===== src/skfk_pkg.sv =====
// ----------------------------------------------------------------------------
// skfk_pkg
// Shared types and constants of the skeleton forward kinematics unit.
// ----------------------------------------------------------------------------
`default_nettype none

package skfk_pkg;

	// fixed field widths
	localparam int DATA_W   = 32;
	localparam int ROWS     = 4;
	localparam int PROD_W   = 2 * DATA_W;
	// four full products summed exactly
	localparam int ACC_W    = PROD_W + 2;
	localparam int PARENT_W = 7;
	localparam int COL_W    = 2;

	// parent code of a root bone (-1)
	localparam logic [PARENT_W-1:0] ROOT_PARENT = 7'h7F;
	localparam logic [COL_W-1:0]    LAST_COL    = 2'd3;
	localparam logic [COL_W-1:0]    FIRST_COL   = 2'd0;

	// one beat of a column walk through the lanes
	typedef struct packed {
		logic valid;
		logic first;
		logic last;
	} beat_t;

endpackage

`default_nettype wire


===== src/skfk_lane.sv =====
// ----------------------------------------------------------------------------
// skfk_lane
// One row lane: multiplies a parent element by a local element per beat and
// accumulates the four products of one world element exactly.
// ----------------------------------------------------------------------------
`default_nettype none

module skfk_lane (
	input  wire logic                                clk,
	input  wire logic                                en,
	input  wire skfk_pkg::beat_t                     beat_s2,
	input  wire logic signed [skfk_pkg::DATA_W-1:0]  p_elem,
	input  wire logic signed [skfk_pkg::DATA_W-1:0]  l_elem,
	output logic      signed [skfk_pkg::ACC_W-1:0]   sum_s3
);

	import skfk_pkg::*;

	logic signed [PROD_W-1:0] prod_s2;
	logic signed [ACC_W-1:0]  acc_q;
	logic signed [ACC_W-1:0]  acc_d;

	// product register
	always_ff @(posedge clk) begin
		if (en) begin
			prod_s2 <= p_elem * l_elem;
		end
	end

	// running sum, restarted on the first beat
	always_comb begin
		acc_d = (beat_s2.first ? '0 : acc_q)
			+ {{(ACC_W-PROD_W){prod_s2[PROD_W-1]}}, prod_s2};
	end

	always_ff @(posedge clk) begin
		if (en && beat_s2.valid) begin
			acc_q <= acc_d;
			if (beat_s2.last) begin
				sum_s3 <= acc_d;
			end
		end
	end

endmodule

`default_nettype wire


===== config.mk =====
export PLATFORM = sky130hd
export DESIGN_NAME = skfk_lane
export DESIGN_NICKNAME = d
export VERILOG_FILES = /design/src/skfk_pkg.sv /design/src/skfk_lane.sv
export SDC_FILE = /design/constraint.sdc
export NUM_CORES = 2
export LEC_CHECK = 0
export BUFFER_PORTS_ARGS = -buffer_cell sky130_fd_sc_hd__buf_2
export CAP_MARGIN = 25
export CORE_MARGIN = 4
export CORE_UTILIZATION = 45
export DETAILED_ROUTE_END_ITERATION = 10
export GPL_TIMING_DRIVEN = 0
export HOLD_SLACK_MARGIN = 0.06
export REMOVE_ABC_BUFFERS = 1
export SLEW_MARGIN = 20
export SYNTH_ARGS = -nofsm -noshare
export SYNTH_HDL_FRONTEND = slang
export SYNTH_SLANG_ARGS = --single-unit
export TNS_END_PERCENT = 30

===== constraint.sdc =====
create_clock -name clk -period 7.8 [get_ports clk]
set_input_delay 0.39 -clock clk [delete_from_list [all_inputs] [get_ports clk]]
set_output_delay 0.39 -clock clk [all_outputs]
set_load 0.01 [all_outputs]

Word-level counts from Yosys, hierarchy flattened
Index checks and enable logic that the tools add are counted.

Register bits after elaboration: 196. Logic and storage cells: 8. Output and inout port bits: 66. Input bits: 69.

$mul: 1. Multiplexer cells: 1. $add $sub $neg: 1. Reduce and logical (&&, ||, !) cells: 2.

Operators with widths (number): $add 66x66->66 (1); $mux 66 (1); $mul 32x32->64 (1); $reduce_and 2->1 (1); $logic_and 1x1->1 (1).

Longest topological paths before layout
Depth after elaboration: 2. Gate-level depth with buffers: 29. Depth with buffers taken out: 27.

Worst setup path before layout
No wires, ideal clock.

Path kind: input -> register. Start: in p_elem[31] (netlist name). End: reg prod_s2[62] (data pin). Cell stages on the path: 29. Arrival: 7.563 ns. Slack: -0.022 ns. Path buffers: 2. Library setup time: 0.259 ns. Cells stage by stage: clkbuf_1 > nand2_1 > inv_1 > fa_1 > fa_1 > inv_1 > fa_1 > inv_1 > fa_1 > inv_1 > fa_1 > inv_1 > fa_1 > inv_1 > fa_1 > inv_1 > fa_1 > ha_1 > clkbuf_1 > a21oi_1 > nor2b_1 > o21ai_0 > nand2b_1 > a21o_1 > a211o_1 > a21oi_1 > o22ai_1 > a41oi_1 > xnor2_1.

Word-level cells in the longest chain between the ends: 1.

RTL lines: start: declaration (RTL line skfk_lane.sv:12) `input wire logic signed [skfk_pkg::DATA_W-1:0] p_elem,`; $mul 32x32->64 (RTL line skfk_lane.sv:26) `prod_s2 <= p_elem * l_elem;`; end signal: assignment (RTL line skfk_lane.sv:26); end: declaration (RTL line skfk_lane.sv:19) `logic signed [PROD_W-1:0] prod_s2;`.

Every way passes these cells. A chain may end at the register's enable or synchronous reset.

Worst setup path in the final report
Start: in p_elem[26] (netlist name). End: reg prod_s2[63] (data pin).

The elaborated chain is that of the path after synthesis.

==> out/qor.txt <==
outcome - finished, final reports clean
DR vias - 31900
max_cap viols - 0
initial antenna violation count - 7
DRT Pass-1 Iters - 6
Synth Flop Type - edfxtp_1
final setup skew - 0.0123 ns
core footprint - 102000 sq um
Antenna Nets Post-Route - 0
Final setup violation count - 0
Die ar. - 109000 sq um
CP required - 7.97 ns
clk_lat worst skew - 0.44 ns
synthesized flop and latch total - 196
worst-margin pin slew - 0.821 ns
Unique masters post-synth - 66
Boundary Pins - 135
Cell Chain, Critical Path - buf_4 -> and2_1 -> fa_1 -> fa_1 -> inv_1 -> fa_1 -> fa_1 -> inv_1 -> fa_1 -> fa_1 -> fa_1 -> fa_1 -> ha_1 -> a21o_1 -> a21o_1 -> a21oi_1 -> o21ai_0 -> a21oi_2 -> o31ai_4 -> nor3_2 -> nor2_1 -> o221ai_1 -> xnor2_2
vias in the first global route - 35600
fillers - 9827
die height - 330 um
CP delay by family, top - adder cells
cell area after synthesis - 46500 sq um
Initial Utilization - 45.5%
fin nets - 6090
crit path kind - in -> reg
WHS - 0.345 ns
DRC - 0
# diodes - 0
maximum root-to-sink buffer count - 2
HPWL after detailed placement - 93400 um
port buffer count - 134
GRT Overall Usage - 23.4%
CP bufs+invs - 3
Post-Synthesis Cells - 4759
min-delay worst type - in -> reg
clock transition at the registers of the reported paths - 0.08 ns
share of cells above drive strength 1 - 5.13%
htree depth - 4
synth warn - 0
clock sinks - 196
vias per inst - 5.25
final hold vios - 0
Wirelength per Cell - 20.0 um
GP Congestion - 0.833
CTS Root Cell - clkbuf_16
worst-path maximum fanout - 32
largest net degree at the start of global routing - 67
die width - 330 um
Remaining Overflow, GRT - 0
minimum clock period - 7.54 ns
most used cell along the critical path - fa_1
Slew Limit Fails - 0
CP max stage delay - 0.61 ns
slowest CP cell - fa_1
EDFF count, synth - 196
TritonCTS clock tree - done
final worst path period share - 96.7%
DRT iter0 DRCs - 1792
Slew headroom - 45.2%
Fmax - 133 MHz
Area growth, synth to finish - 5.81%
critical path launch point type - primary input
area of the multi-input gates - 36000 sq um
Post-synth ARST share - 0%
syn_area_per_cell - 9.78 sq um
final WL - 122000 um
FF/Latch Area - 5890 sq um
hold_buf cts - 0
CP arrival - 7.72 ns
row count - 117
crit end category - flop
number of buffers created by CTS - 17
global-route wire length before repair - 197000 um
Seq/Total Area, Yosys - 12.6%
## per-layer routing
layer	vias up	global-route usage (%)	routed length, um
li1	14100	-	-
met1	16700	31.7	52400
met3	156	2.97	6540
met2	864	40.6	59700
met5	-	0	0
met4	0	5.20	2900
## layout by cell type, fill, tap and decap left out, types with 79 or more instances in the layout
| cell | count |
|---|---|
| a21oi_1 | 140 |
| and2_1 | 512 |
| edfxtp_1 | 196 |
| fa_1 | 1077 |
| ha_1 | 247 |
| inv_1 | 1022 |
| nand2_1 | 568 |
| nor2_1 | 86 |
| nor2b_1 | 79 |
| xnor2_1 | 83 |
## logic make-up after synthesis
kind of cell,count (synthesis),synth area share [%]
xor gates and xnor gates,135,2.54
and+or+nand+nor,1386,15.1
AOI/OAI and AO/OA,440,6.15
adders and majority gates,1332,53.3
buffers and inverters,1269,10.3
muxes,1,0.0215
DFF,196,12.6
## worst reg2reg max path: stages (launching register included)
cell and delay [ns]:
edfxtp_1 0.32, nor2b_1 0.13, ha_1 0.20, inv_1 0.07, fa_1 0.43, nor2b_1 0.17
o31a_1 0.22, o31a_1 0.27, o21ai_1 0.16, a21oi_1 0.24, o21ai_0 0.16, a21oi_1 0.35
nand2b_1 0.16, a21oi_1 0.08, xnor2_1 0.43
## final timing paths
check | from | endpoint | slack, ns | cells past startpoint
worst min-delay path | en | prod_s2[4] | 0.34 | 1
worst max-delay path | p_elem[26] | prod_s2[63] | 0.26 | 23
worst min register to register | prod_s2[0] | acc_q[0] | 0.68 | 1
worst max register to register | acc_q[0] | acc_q[34] | 4.13 | 14
## cell type report
class / instances / area share, %
inverters: 1025 / 7.84
clock buffers: 17 / 0.864
flip-flops and latches: 196 / 12.0
well taps: 1368 / 3.48
multi-input cells: 3294 / 73.0
clock inverters: 15 / 0.343
repair inverters: 1 / 0.0152
repair buffers: 154 / 2.46
## cells in the mapped netlist, drive strengths merged, types with 5 or more instances
master | number | share of area [%]
o21bai | 23 | 0.37
nor2b | 79 | 1.1
nand3 | 29 | 0.31
a21boi | 5 | 0.089
nor2 | 87 | 0.70
o211ai | 14 | 0.24
edfxtp | 196 | 13
nor3 | 20 | 0.22
nor4 | 5 | 0.099
xor2 | 51 | 0.96
and3 | 15 | 0.20
a21oi | 148 | 1.6
o31ai | 7 | 0.12
nand2b | 27 | 0.36
nand4 | 31 | 0.43
clkbuf | 233 | 1.9
fa | 1083 | 47
a21o | 69 | 1.1
a211oi | 17 | 0.32
xnor2 | 84 | 1.6
ha | 249 | 6.7
a211o | 6 | 0.11
nand2 | 569 | 4.6
o21ai | 86 | 0.94
buf | 11 | 0.14
a31oi | 17 | 0.24
or3 | 5 | 0.078
and2 | 514 | 6.9
inv | 1025 | 8.3
o21a | 14 | 0.23
## through the flow
stage / cells / setup WS [ns] / cell area (sq um) / util [%] / TNS (ns)
floorplan: 4515 / 0.270 / 45600 / - / 0
global placement: 6017 / -1.79 / 48000 / 46.9 / -26.78
detailed placement: 6021 / -1.87 / 48100 / 47.1 / -27.62
CTS: 6067 / 0.00685 / 49000 / 48.0 / 0
global route: 6070 / -0.0259 / 49200 / 48.2 / -0.0298
finish: 6070 / 0.255 / 49200 / 48.2 / 0
## state kept, by name (all words and copies together) (netlist names)
signal and count:
prod_s2 64, acc_q 66, sum_s3 66
## timing repair
action,4_1_cts,5_1_grt
setup buffers,13,3
gates cloned,1,0
pin swaps,2,5
setup endpoints to repair,17,15
resized for setup,72,58
Power is left out: the tool's default activity adds up to more than one toggle a clock period on the data nets, which glitch-free logic cannot reach.
