===== config.mk =====
export PLATFORM = sky130hd
export DESIGN_NAME = skfk_merge
export DESIGN_NICKNAME = d
export VERILOG_FILES = /design/src/skfk_pkg.sv /design/src/skfk_merge.sv
export SDC_FILE = /design/constraint.sdc
export NUM_CORES = 1
export LEC_CHECK = 0
export BUFFER_PORTS_ARGS = -buffer_cell sky130_fd_sc_hd__buf_2
export CAP_MARGIN = 20
export CORE_AREA = 2 2 200 202
export DETAILED_ROUTE_END_ITERATION = 10
export DIE_AREA = 0 0 202 204
export GPL_TIMING_DRIVEN = 0
export SYNTH_ARGS = -nofsm -noshare
export SYNTH_HDL_FRONTEND = slang
export SYNTH_SLANG_ARGS = --single-unit

===== constraint.sdc =====
create_clock -name vclk -period 1.55
set_input_delay 0.2325 -clock vclk [all_inputs]
set_output_delay 0.2325 -clock vclk [all_outputs]
set_load 0.02 [all_outputs]

===== src/skfk_pkg.sv =====
// ----------------------------------------------------------------------------
// skfk_pkg
// Shared types and constants of the skeleton forward kinematics unit.
// ----------------------------------------------------------------------------
`default_nettype none

package skfk_pkg;

	// fixed field widths
	localparam int DATA_W   = 32;
	localparam int ROWS     = 4;
	localparam int PROD_W   = 2 * DATA_W;
	// four full products summed exactly
	localparam int ACC_W    = PROD_W + 2;
	localparam int PARENT_W = 7;
	localparam int COL_W    = 2;

	// parent code of a root bone (-1)
	localparam logic [PARENT_W-1:0] ROOT_PARENT = 7'h7F;
	localparam logic [COL_W-1:0]    LAST_COL    = 2'd3;
	localparam logic [COL_W-1:0]    FIRST_COL   = 2'd0;

	// one beat of a column walk through the lanes
	typedef struct packed {
		logic valid;
		logic first;
		logic last;
	} beat_t;

endpackage

`default_nettype wire


===== src/skfk_merge.sv =====
// ----------------------------------------------------------------------------
// skfk_merge
// Combines the lane sums into one world column: fraction shift with floor,
// saturation to 32 bits, or the local column itself for a root or bad parent.
// ----------------------------------------------------------------------------
`default_nettype none

module skfk_merge #(
	parameter int FRAC_BITS = 16
) (
	input  wire logic signed [skfk_pkg::ACC_W-1:0]                    sum [skfk_pkg::ROWS],
	input  wire logic                                                 mult,
	input  wire logic [skfk_pkg::ROWS-1:0][skfk_pkg::DATA_W-1:0]      loc,
	output logic      [skfk_pkg::ROWS-1:0][skfk_pkg::DATA_W-1:0]      world
);

	import skfk_pkg::*;

	logic signed [ACC_W-1:0]     sh [ROWS];
	logic [ACC_W-DATA_W:0]       top_bits [ROWS];

	// per row: floor shift, range check, select
	always_comb begin
		for (int r = 0; r < ROWS; r++) begin
			sh[r]       = sum[r] >>> FRAC_BITS;
			top_bits[r] = sh[r][ACC_W-1:DATA_W-1];
			if (!mult) begin
				world[r] = loc[r];
			end else if ((&top_bits[r]) || !(|top_bits[r])) begin
				world[r] = sh[r][DATA_W-1:0];
			end else if (sh[r][ACC_W-1]) begin
				world[r] = {1'b1, {(DATA_W-1){1'b0}}};
			end else begin
				world[r] = {1'b0, {(DATA_W-1){1'b1}}};
			end
		end
	end

endmodule

`default_nettype wire


# Word level (Yosys, flattened, before mapping)
# Cells that the tools add are included.
# op_classes
n_mux,12
n_reduce_logical,16
# op_table
operator,count
$mux 32,12
$reduce_and 19->1,4
$reduce_or 19->1,4
$logic_not 1->1,4
$logic_or 1x1->1,4
# word_totals
regBits,0
in_bits,393
output_inout_bits,128
wordCells,28

# Logic depth before layout (Yosys ltp)
# Gate-level depths: netlist (run 1).
# logic_depth
ltp_word,5
depth_mapped,6

# Worst setup path before layout (run 1)
# No wires, ideal clock.
# synth_timing
path_kind,in2out
start,in sum[58] (netlist name)
end,out world[100] (netlist name)
arrival_time_ns,1.472
setup_slack_ns,-0.154
path_stages,6
path_buffers,1
path_cell_list,nor4_1 > nand4_1 > nor4_2 > nor4bb_2 > buf_6 > a311o_1
# synth_lines
item,line_no,rtl
"start, declared",skfk_merge.sv:11,"input wire logic signed [skfk_pkg::ACC_W-1:0] sum [skfk_pkg::ROWS],"
"end, declared",skfk_merge.sv:14,output logic [skfk_pkg::ROWS-1:0][skfk_pkg::DATA_W-1:0] world

==> flow_summary.json, run 1 <==
{
  "run_status": "complete, but fails checks",
  "violations": "setup timing",
  "netlist_area_sq_mm": 0.00278,
  "crit_required_ns": 1.32,
  "place_area_sq_mm": 0.00596,
  "crit_end": "world[73]",
  "crit_path_start": "sum[121]",
  "io_pins": 521,
  "die_h_um": 204,
  "drc_errors": 0,
  "pwr-share-seq": 0,
  "worstMarginPinSlew_ns": 0.565,
  "power_frac_comb": 1.000,
  "port_buffers": 457,
  "coreArea_sq_mm": 0.0392,
  "period_share": 1.46,
  "synth.avg_cell_area_sq_um": 7.73,
  "min_period_ns": 2.26,
  "layout-drive-gt1-share": 0.659,
  "groute.usage.overall": 0.0994,
  "fp.dieW_um": 202,
  "n_antenna_cell": 0,
  "met2_length_um": 12100,
  "seq_cell_count": 0,
  "worst_ep_arrival_time_ns": 2.03,
  "worstSetupPathType": "in -> out",
  "drt_pass1_iterations": 6,
  "ir_drop_mv": 0.125,
  "internal_power_mw": 1.15,
  "power.density_mw_per_mm2": 310,
  "vias": 5424,
  "synthesis.nets": 753,
  "drv_slew": 0,
  "finalHoldViolCount": 0,
  "drtAntennaViolNets": 0,
  "power_mw": 2.24,
  "crit_fanout": 5,
  "regArea_sq_um": 0,
  "wl_met1_um": 8270,
  "drtIter0Drc": 314,
  "switching_share": 0.488,
  "nets": 1237,
  "cts_hold_buf": 0,
  "gp_congestion": 0.927,
  "max_freq_ghz": 0.442,
  "holdWs_ns": 0.816,
  "worst_slack_ns": -0.714,
  "rows": 73,
  "ys_seq_area_frac": 0,
  "start_kind": "input pin",
  "fin_area_sq_mm": 0.00722,
  "power.leakage_nw": 3.18,
  "start_util": 0.0710,
  "grt_overflow_total": 0,
  "areaGrowthSynthToFinish_pct": 159,
  "top_layer_used": "met5",
  "grt_pass1_vias": 5380,
  "hold_path.class": "in -> out",
  "rsz0062_at_grt": "yes",
  "fin_util": 0.184,
  "wl_per_cell_um": 17.1,
  "yosys_warnings": 0,
  "grt_max_degree": 11,
  "endpoint_kind": "output port",
  "synth_cells": 360,
  "antenna_found_initial": 1,
  "dieArea_sq_mm": 0.0412,
  "grt_pass1_wl_um": 31300,
  "synth_cell_type_count": 12,
  "hpwl_um": 18800,
  "finalSetupViolations": 124,
  "clkbuf_count": 0,
  "relSlewSlack": 0.623,
  "route.met3.wl_um": 1800,
  "hp-start": "loc[31]",
  "clock_power_share": 0,
  "power.switching_mw": 1.09,
  "cap_violations": 0,
  "vias_per_cell": 3.97,
  "wirelength_um": 23400
}
worst min path at each step:
| stage | endpoint | cells after the start |
|---|---|---|
| global placement | world[95] | 3 |
| global route | world[31] | 3 |
| floorplan | world[127] | 1 |
| detailed placement | world[31] | 3 |
| CTS | world[95] | 3 |
| finish | world[31] | 3 |
synthesized netlist by cell type:
master | instances | area (sq um)
nor4_1 | 20 | 125
nand4_1 | 24 | 150
buf_1 | 1 | 3.75
clkbuf_1 | 26 | 97.6
nor4bb_2 | 4 | 65.1
a311o_1 | 124 | 1240
nor2b_1 | 124 | 776
or2b_1 | 4 | 30.0
buf_2 | 13 | 65.1
buf_6 | 12 | 135
nor4_2 | 4 | 50.1
mux2_2 | 4 | 45.0
metrics by stage:
step / std cells / setup slack (ns) / TNS [ns]
5_1_grt: 1367 / -0.808 / -82.27
3_5_place_dp: 1346 / -1.12 / -109.67
6_report: 1367 / -0.714 / -69.83
4_1_cts: 1362 / -0.822 / -73.83
3_3_place_gp: 1342 / -1.87 / -156.16
2_1_floorplan: 360 / -0.138 / -14.89
placed cells by master (no fill, tap or decap), types with 2 or more instances in the layout:
| master | count |
|---|---|
| buf_2 | 330 |
| buf_6 | 143 |
| nor2b_1 | 124 |
| a311o_1 | 124 |
| nand4_1 | 24 |
| buf_4 | 22 |
| nor4_4 | 16 |
| clkbuf_1 | 12 |
| clkbuf_2 | 10 |
| buf_8 | 8 |
| nor4_2 | 6 |
| nor4bb_4 | 4 |
| clkbuf_4 | 4 |
| or2b_4 | 3 |
| mux2_2 | 3 |
| buf_12 | 2 |
| nor4_1 | 2 |
repair_timing:
item                                   4_1_cts  5_1_grt
gates cloned                                 8        2
pin swaps                                   26       24
buffers inserted                            14       10
gates resized for setup                    249       76
setup endpoints to repair                  128      126
endpoints found under the hold margin        0        0
cells by family after synthesis:
family	share of synthesized area
buffers and inverters	0.108
and+or+nand+nor	0.430
AOI/OAI and AO/OA	0.446
muxes	0.0162
power groups by stage:
stage	Clock [mW]	Combinational [mW]	Sequential [mW]
floorplan	0	0.904	0
global placement	0	1.77	0
detailed placement	0	1.81	0
CTS	0	2.13	0
global route	0	2.36	0
finish	0	2.24	0
final cells by class:
class,count,area [sq um]
repair buffers,483,3370
plain buffers,51,412
multi-input cells,308,2790
fillers,4359,32000
well taps,525,657
routing by layer:
| layer | vias up | track usage |
|---|---|---|
| li1 | 2487 | - |
| met1 | 2508 | 0.107 |
| met2 | 374 | 0.194 |
| met3 | 53 | 0.0120 |
| met4 | 2 | 0.0439 |
| met5 | - | 0 |
critical path, cell delays in order:
cell      delay (ns)
buf_6           0.10
nor4_4          0.28
nand4_1         0.27
nor4_2          0.25
buf_4           0.17
nor4bb_4        0.06
buf_6           0.15
a311o_1         0.35
buf_6           0.17
No activity file was read; power rests on OpenSTA's default activity.
==> inputs of run 2 (changes only) <==
--- a/config.mk
+++ b/config.mk
@@ -11,6 +11,7 @@
 export DETAILED_ROUTE_END_ITERATION = 10
 export DIE_AREA = 0 0 202 204
 export GPL_TIMING_DRIVEN = 0
+export RECOVER_POWER = 100
 export SYNTH_ARGS = -nofsm -noshare
 export SYNTH_HDL_FRONTEND = slang
 export SYNTH_SLANG_ARGS = --single-unit
==> run 2 against run 1 <==
Against the previous run:
- the flow still finishes with violations (setup timing)
- die area is the same
- clock-buffer cell count is the same
- combinational power is essentially flat
- critical path type unchanged
- first-iteration DRC count shrank 5.7%
- via count is essentially flat
- worst setup slack gained 0.0018 ns
- power shrank 0.16%
- design area shrank 0.14%
- routed wire length is essentially flat
- fmax is essentially flat
==> flow_summary.json, run 2 (synthesis results as in run 1) <==
{
  "crit_cells": 9,
  "drtAntennaViolNets": 0,
  "crit_fanout": 5,
  "clkbuf_count": 0,
  "coreArea_sq_mm": 0.0392,
  "power_mw": 2.24,
  "final_common_cell": "buf_2",
  "crit_required_ns": 1.32,
  "layout-drive-gt1-share": 0.659,
  "wirelength_um": 23400,
  "fp.dieW_um": 202,
  "drtIter0Drc": 296,
  "endpoint_kind": "output port",
  "crit_top_cell": "buf_6",
  "cp_cell_sequence": "buf_6 -> nor4_4 -> nand4_1 -> nor4_2 -> buf_4 -> nor4bb_4 -> buf_6 -> a311o_1 -> buf_6",
  "drc_errors": 0,
  "cap_violations": 0,
  "vias_per_cell": 3.97,
  "die_h_um": 204,
  "place_area_sq_mm": 0.00596,
  "crit_path_start": "sum[121]",
  "regArea_sq_um": 0,
  "path_buf_inv": 4,
  "rsz0062_at_grt": "yes",
  "crit_end": "world[73]",
  "min_period_ns": 2.26,
  "fin_area_sq_mm": 0.00721,
  "grt_overflow_total": 0,
  "groute.usage.overall": 0.0994,
  "final_cell_mix": "buf_2 (330), buf_6 (143), nor2b_1 (124), a311o_1 (124), nand4_1 (24)",
  "antenna_found_initial": 1,
  "worst_slack_ns": -0.712,
  "relSlewSlack": 0.629,
  "port_buffers": 457,
  "grt_max_degree": 11,
  "cp_top_family": "simple AND/OR/NAND/NOR gates",
  "period_share": 1.46,
  "violations": "setup timing",
  "cts_hold_buf": 0,
  "start_util": 0.0710,
  "slowest_delay_ns": 0.35,
  "grt_pass1_vias": 5380,
  "drt_pass1_iterations": 5,
  "dieArea_sq_mm": 0.0412,
  "drv_slew": 0,
  "hpwl_um": 18800,
  "n_antenna_cell": 0,
  "seq_cell_count": 0,
  "rows": 73,
  "finalHoldViolCount": 0,
  "finalSetupViolations": 127,
  "hold_path.class": "in -> out",
  "worstMarginPinSlew_ns": 0.556,
  "power.leakage_nw": 3.17,
  "gp_congestion": 0.927,
  "slowest_stage": "a311o_1",
  "nets": 1237,
  "worstSetupPathType": "in -> out",
  "io_pins": 521,
  "grt_pass1_wl_um": 31300,
  "max_freq_ghz": 0.442,
  "run_status": "complete, but fails checks",
  "areaGrowthSynthToFinish_pct": 159,
  "wl_per_cell_um": 17.1,
  "vias": 5429,
  "start_kind": "input pin",
  "worst_ep_arrival_time_ns": 2.03,
  "ir_drop_mv": 0.124,
  "power.density_mw_per_mm2": 310
}
run 2: changes by cell type in the layout (fill, tap and decap cells not counted):
| cell | before | now |
|---|---|---|
| clkbuf_2 | 10 | 11 |
| buf_8 | 8 | 7 |
run 2: repair_timing:
action / 4_1_cts / 5_1_grt
gates cloned: 8 / 2
setup endpoints to repair: 128 / 126
buffers inserted: 14 / 10
pin swaps: 26 / 24
resized for setup: 249 / 76
run 2: metal layers:
layer,up-vias,global-route usage,part of all wire
met2,377,0.194,0.51
li1,2489,-,-
met4,2,0.0439,0.055
met1,2502,0.107,0.35
met3,59,0.0120,0.076
met5,-,0,0.00056
run 2: area by class of cell:
type,instances,area (sq um)
Buffer,51,402
Timing Repair Buffer,483,3370
Tap cell,525,657
Fill cell,4360,32000
Multi-Input combinational cell,308,2790
run 2: stage by stage:
step / std cells / setup WS, ns / setup TNS [ns] / util / hold WS [ns]
after floorplan: 360 / -0.138 / -14.89 / - / 0.654
after global placement: 1342 / -1.87 / -156.16 / 0.150 / 0.814
after detailed placement: 1346 / -1.12 / -109.67 / 0.152 / 0.817
after CTS: 1362 / -0.822 / -73.83 / 0.177 / 0.818
after global routing: 1367 / -0.808 / -82.65 / 0.184 / 0.824
final: 1367 / -0.712 / -70.03 / 0.184 / 0.815
run 2: worst min-delay path by stage:
stage,startpoint,endpoint,cells past startpoint
global placement,loc[95],world[95],3
finish,loc[31],world[31],3
global route,loc[31],world[31],3
CTS,loc[95],world[95],3
detailed placement,loc[31],world[31],3
floorplan,loc[127],world[127],1
run 2: report_power, final:
part / leakage [nW] / total, mW / internal (mW) / switching, mW
registers: 0 / 0 / 0 / 0
logic: 3.17 / 2.24 / 1.15 / 1.09
clock network: 0 / 0 / 0 / 0
==> inputs of run 3 (changes only) <==
--- a/config.mk
+++ b/config.mk
@@ -7,9 +7,9 @@
 export LEC_CHECK = 0
 export BUFFER_PORTS_ARGS = -buffer_cell sky130_fd_sc_hd__buf_2
 export CAP_MARGIN = 20
-export CORE_AREA = 2 2 200 202
+export CORE_AREA = 2 2 204 206
 export DETAILED_ROUTE_END_ITERATION = 10
-export DIE_AREA = 0 0 202 204
+export DIE_AREA = 0 0 206 208
 export GPL_TIMING_DRIVEN = 0
 export RECOVER_POWER = 100
 export SYNTH_ARGS = -nofsm -noshare
==> constraint.sdc (replaced) <==
create_clock -name vclk -period 2.3
set_input_delay 0.345 -clock vclk [all_inputs]
set_output_delay 0.345 -clock vclk [all_outputs]
set_load 0.02 [all_outputs]
==> run 3 against run 2 <==
Against the previous run:
- the run still ends with setup timing left
- non-clock buffer count unchanged
- clock-buffer cell count is the same
- die area rose by 4.0%
- critical path depth is 1 lower
- utilization down 0.30 points
- combinational power is 31% lower
==> flow_summary.json, run 3 (synthesis results as in run 1) <==
{
  "run_status": "complete, but fails checks",
  "violations": "setup timing",
  "final_cell_mix": "buf_2 (307), buf_6 (174), nor2b_1 (124), a311o_1 (124), nand4_1 (24)",
  "grt_overflow_total": 0,
  "io_pins": 521,
  "power.leakage_nw": 3.21,
  "grt_max_degree": 11,
  "dpl_worst_slack_ns": -0.758,
  "finalSetupViolations": 83,
  "drc_errors": 0,
  "switching_share": 0.482,
  "port_buffers": 457,
  "holdWs_ns": 1.05,
  "antenna_found_initial": 4,
  "drv_slew": 0,
  "regArea_sq_um": 0,
  "hold_path.class": "in -> out",
  "clkbuf_count": 0,
  "pwr-share-seq": 0,
  "areaGrowthSynthToFinish_pct": 164,
  "grt_pass1_vias": 5304,
  "seq_cell_count": 0,
  "crit_path_start": "sum[263]",
  "vias_per_cell": 4.01,
  "coreArea_sq_mm": 0.0406,
  "layout-drive-gt1-share": 0.666,
  "drtAntennaViolNets": 0,
  "tns_ns": -3.21,
  "cap_violations": 0,
  "hp-start": "sum[232]",
  "clock_power_share": 0,
  "groute.usage.overall": 0.0942,
  "power.switching_mw": 0.747,
  "min_period_ns": 2.46,
  "die_h_um": 208,
  "final_common_cell": "buf_2",
  "endpoint_kind": "output port",
  "start_util": 0.0686,
  "fillers": 4488,
  "worst_slack_ns": -0.160,
  "nets": 1237,
  "power.density_mw_per_mm2": 211,
  "crit_fanout": 6,
  "ir_drop_mv": 0.0818,
  "cts_hold_buf": 0,
  "fp.dieW_um": 206,
  "grt_pass1_wl_um": 30800,
  "hpwl_um": 18200,
  "dieArea_sq_mm": 0.0428,
  "drtIter0Drc": 257,
  "vias": 5527,
  "wirelength_um": 24400,
  "max_freq_ghz": 0.407,
  "rows": 74,
  "relSlewSlack": 0.529,
  "drt_pass1_iterations": 5,
  "crit_required_ns": 1.96,
  "internal_power_mw": 0.802,
  "power_frac_comb": 1.000,
  "worstSetupPathType": "in -> out",
  "worstMarginPinSlew_ns": 0.705,
  "period_share": 1.07,
  "worst_ep_arrival_time_ns": 2.11,
  "crit_end": "world[23]",
  "rsz0062_at_grt": "yes",
  "gp_congestion": 0.944,
  "wl_per_cell_um": 17.7,
  "finalHoldViolCount": 0,
  "start_kind": "input pin"
}
-- run 3: cell types whose count changed in the layout (fill, tap and decap cells not counted), sizes merged --
cell    previous run  this run
buf              505       503
clkbuf            29        31
diode              0         3
-- run 3: worst min path at each step --
stage / endpoint / slack, ns / cells past startpoint
after detailed placement: world[127] / 1.05 / 3
final: world[18] / 1.05 / 3
after CTS: world[17] / 1.05 / 3
after global routing: world[19] / 1.06 / 3
after floorplan: world[127] / 0.88 / 1
after global placement: world[127] / 1.05 / 3
-- run 3: layout make-up --
type / instances / area, sq um / share of cell area
tap: 532 / 666 / 0.0907
multi-input combinational: 308 / 2770 / 0.377
timing repair buffer: 482 / 3490 / 0.476
buffer: 52 / 404 / 0.0550
antenna: 3 / 7.51 / 0.00102
-- run 3: metal layers --
layer | routed length, um | track usage | up-vias | share of wire
met5 | 0 | 0 | - | 0
met3 | 1440 | 0.00454 | 59 | 0.059
met1 | 8870 | 0.102 | 2591 | 0.36
li1 | - | - | 2487 | -
met4 | 1180 | 0.0357 | 0 | 0.048
met2 | 12900 | 0.187 | 390 | 0.53
-- run 3: what timing repair did --
| item | CTS | global route |
|---|---|---|
| cloned | 9 | 6 |
| resized for setup | 245 | 159 |
| buffers inserted | 0 | 8 |
| pin swaps | 75 | 92 |
| endpoints found under the setup margin | 128 | 124 |
-- run 3: metrics by stage --
| stage | instance area (sq um) | cells | total power [mW] | util |
|---|---|---|---|---|
| finish | 7340 | 1377 | 1.55 | 0.181 |
| global placement | 5740 | 1349 | 1.16 | 0.141 |
| CTS | 6680 | 1360 | 1.39 | 0.165 |
| detailed placement | 5770 | 1351 | 1.17 | 0.142 |
| floorplan | 2780 | 360 | 0.603 | - |
| global route | 7340 | 1377 | 1.62 | 0.181 |
-- run 3: power by group through the flow --
stage                     sequential [mW]  combinational, mW   clock (mW)
after global placement                  0               1.16            0
after detailed placement                0               1.17            0
after CTS                               0               1.39            0
after global routing                    0               1.62  0.000000175
after floorplan                         0              0.603            0
final                                   0               1.55  0.000000176
-- run 3: critical path, cell delays in order --
cell	delay [ns]
buf_12	0.11
nor4_4	0.30
nand4_1	0.21
nor4_4	0.25
nor4bb_4	0.15
buf_6	0.18
a311o_1	0.40
buf_6	0.16
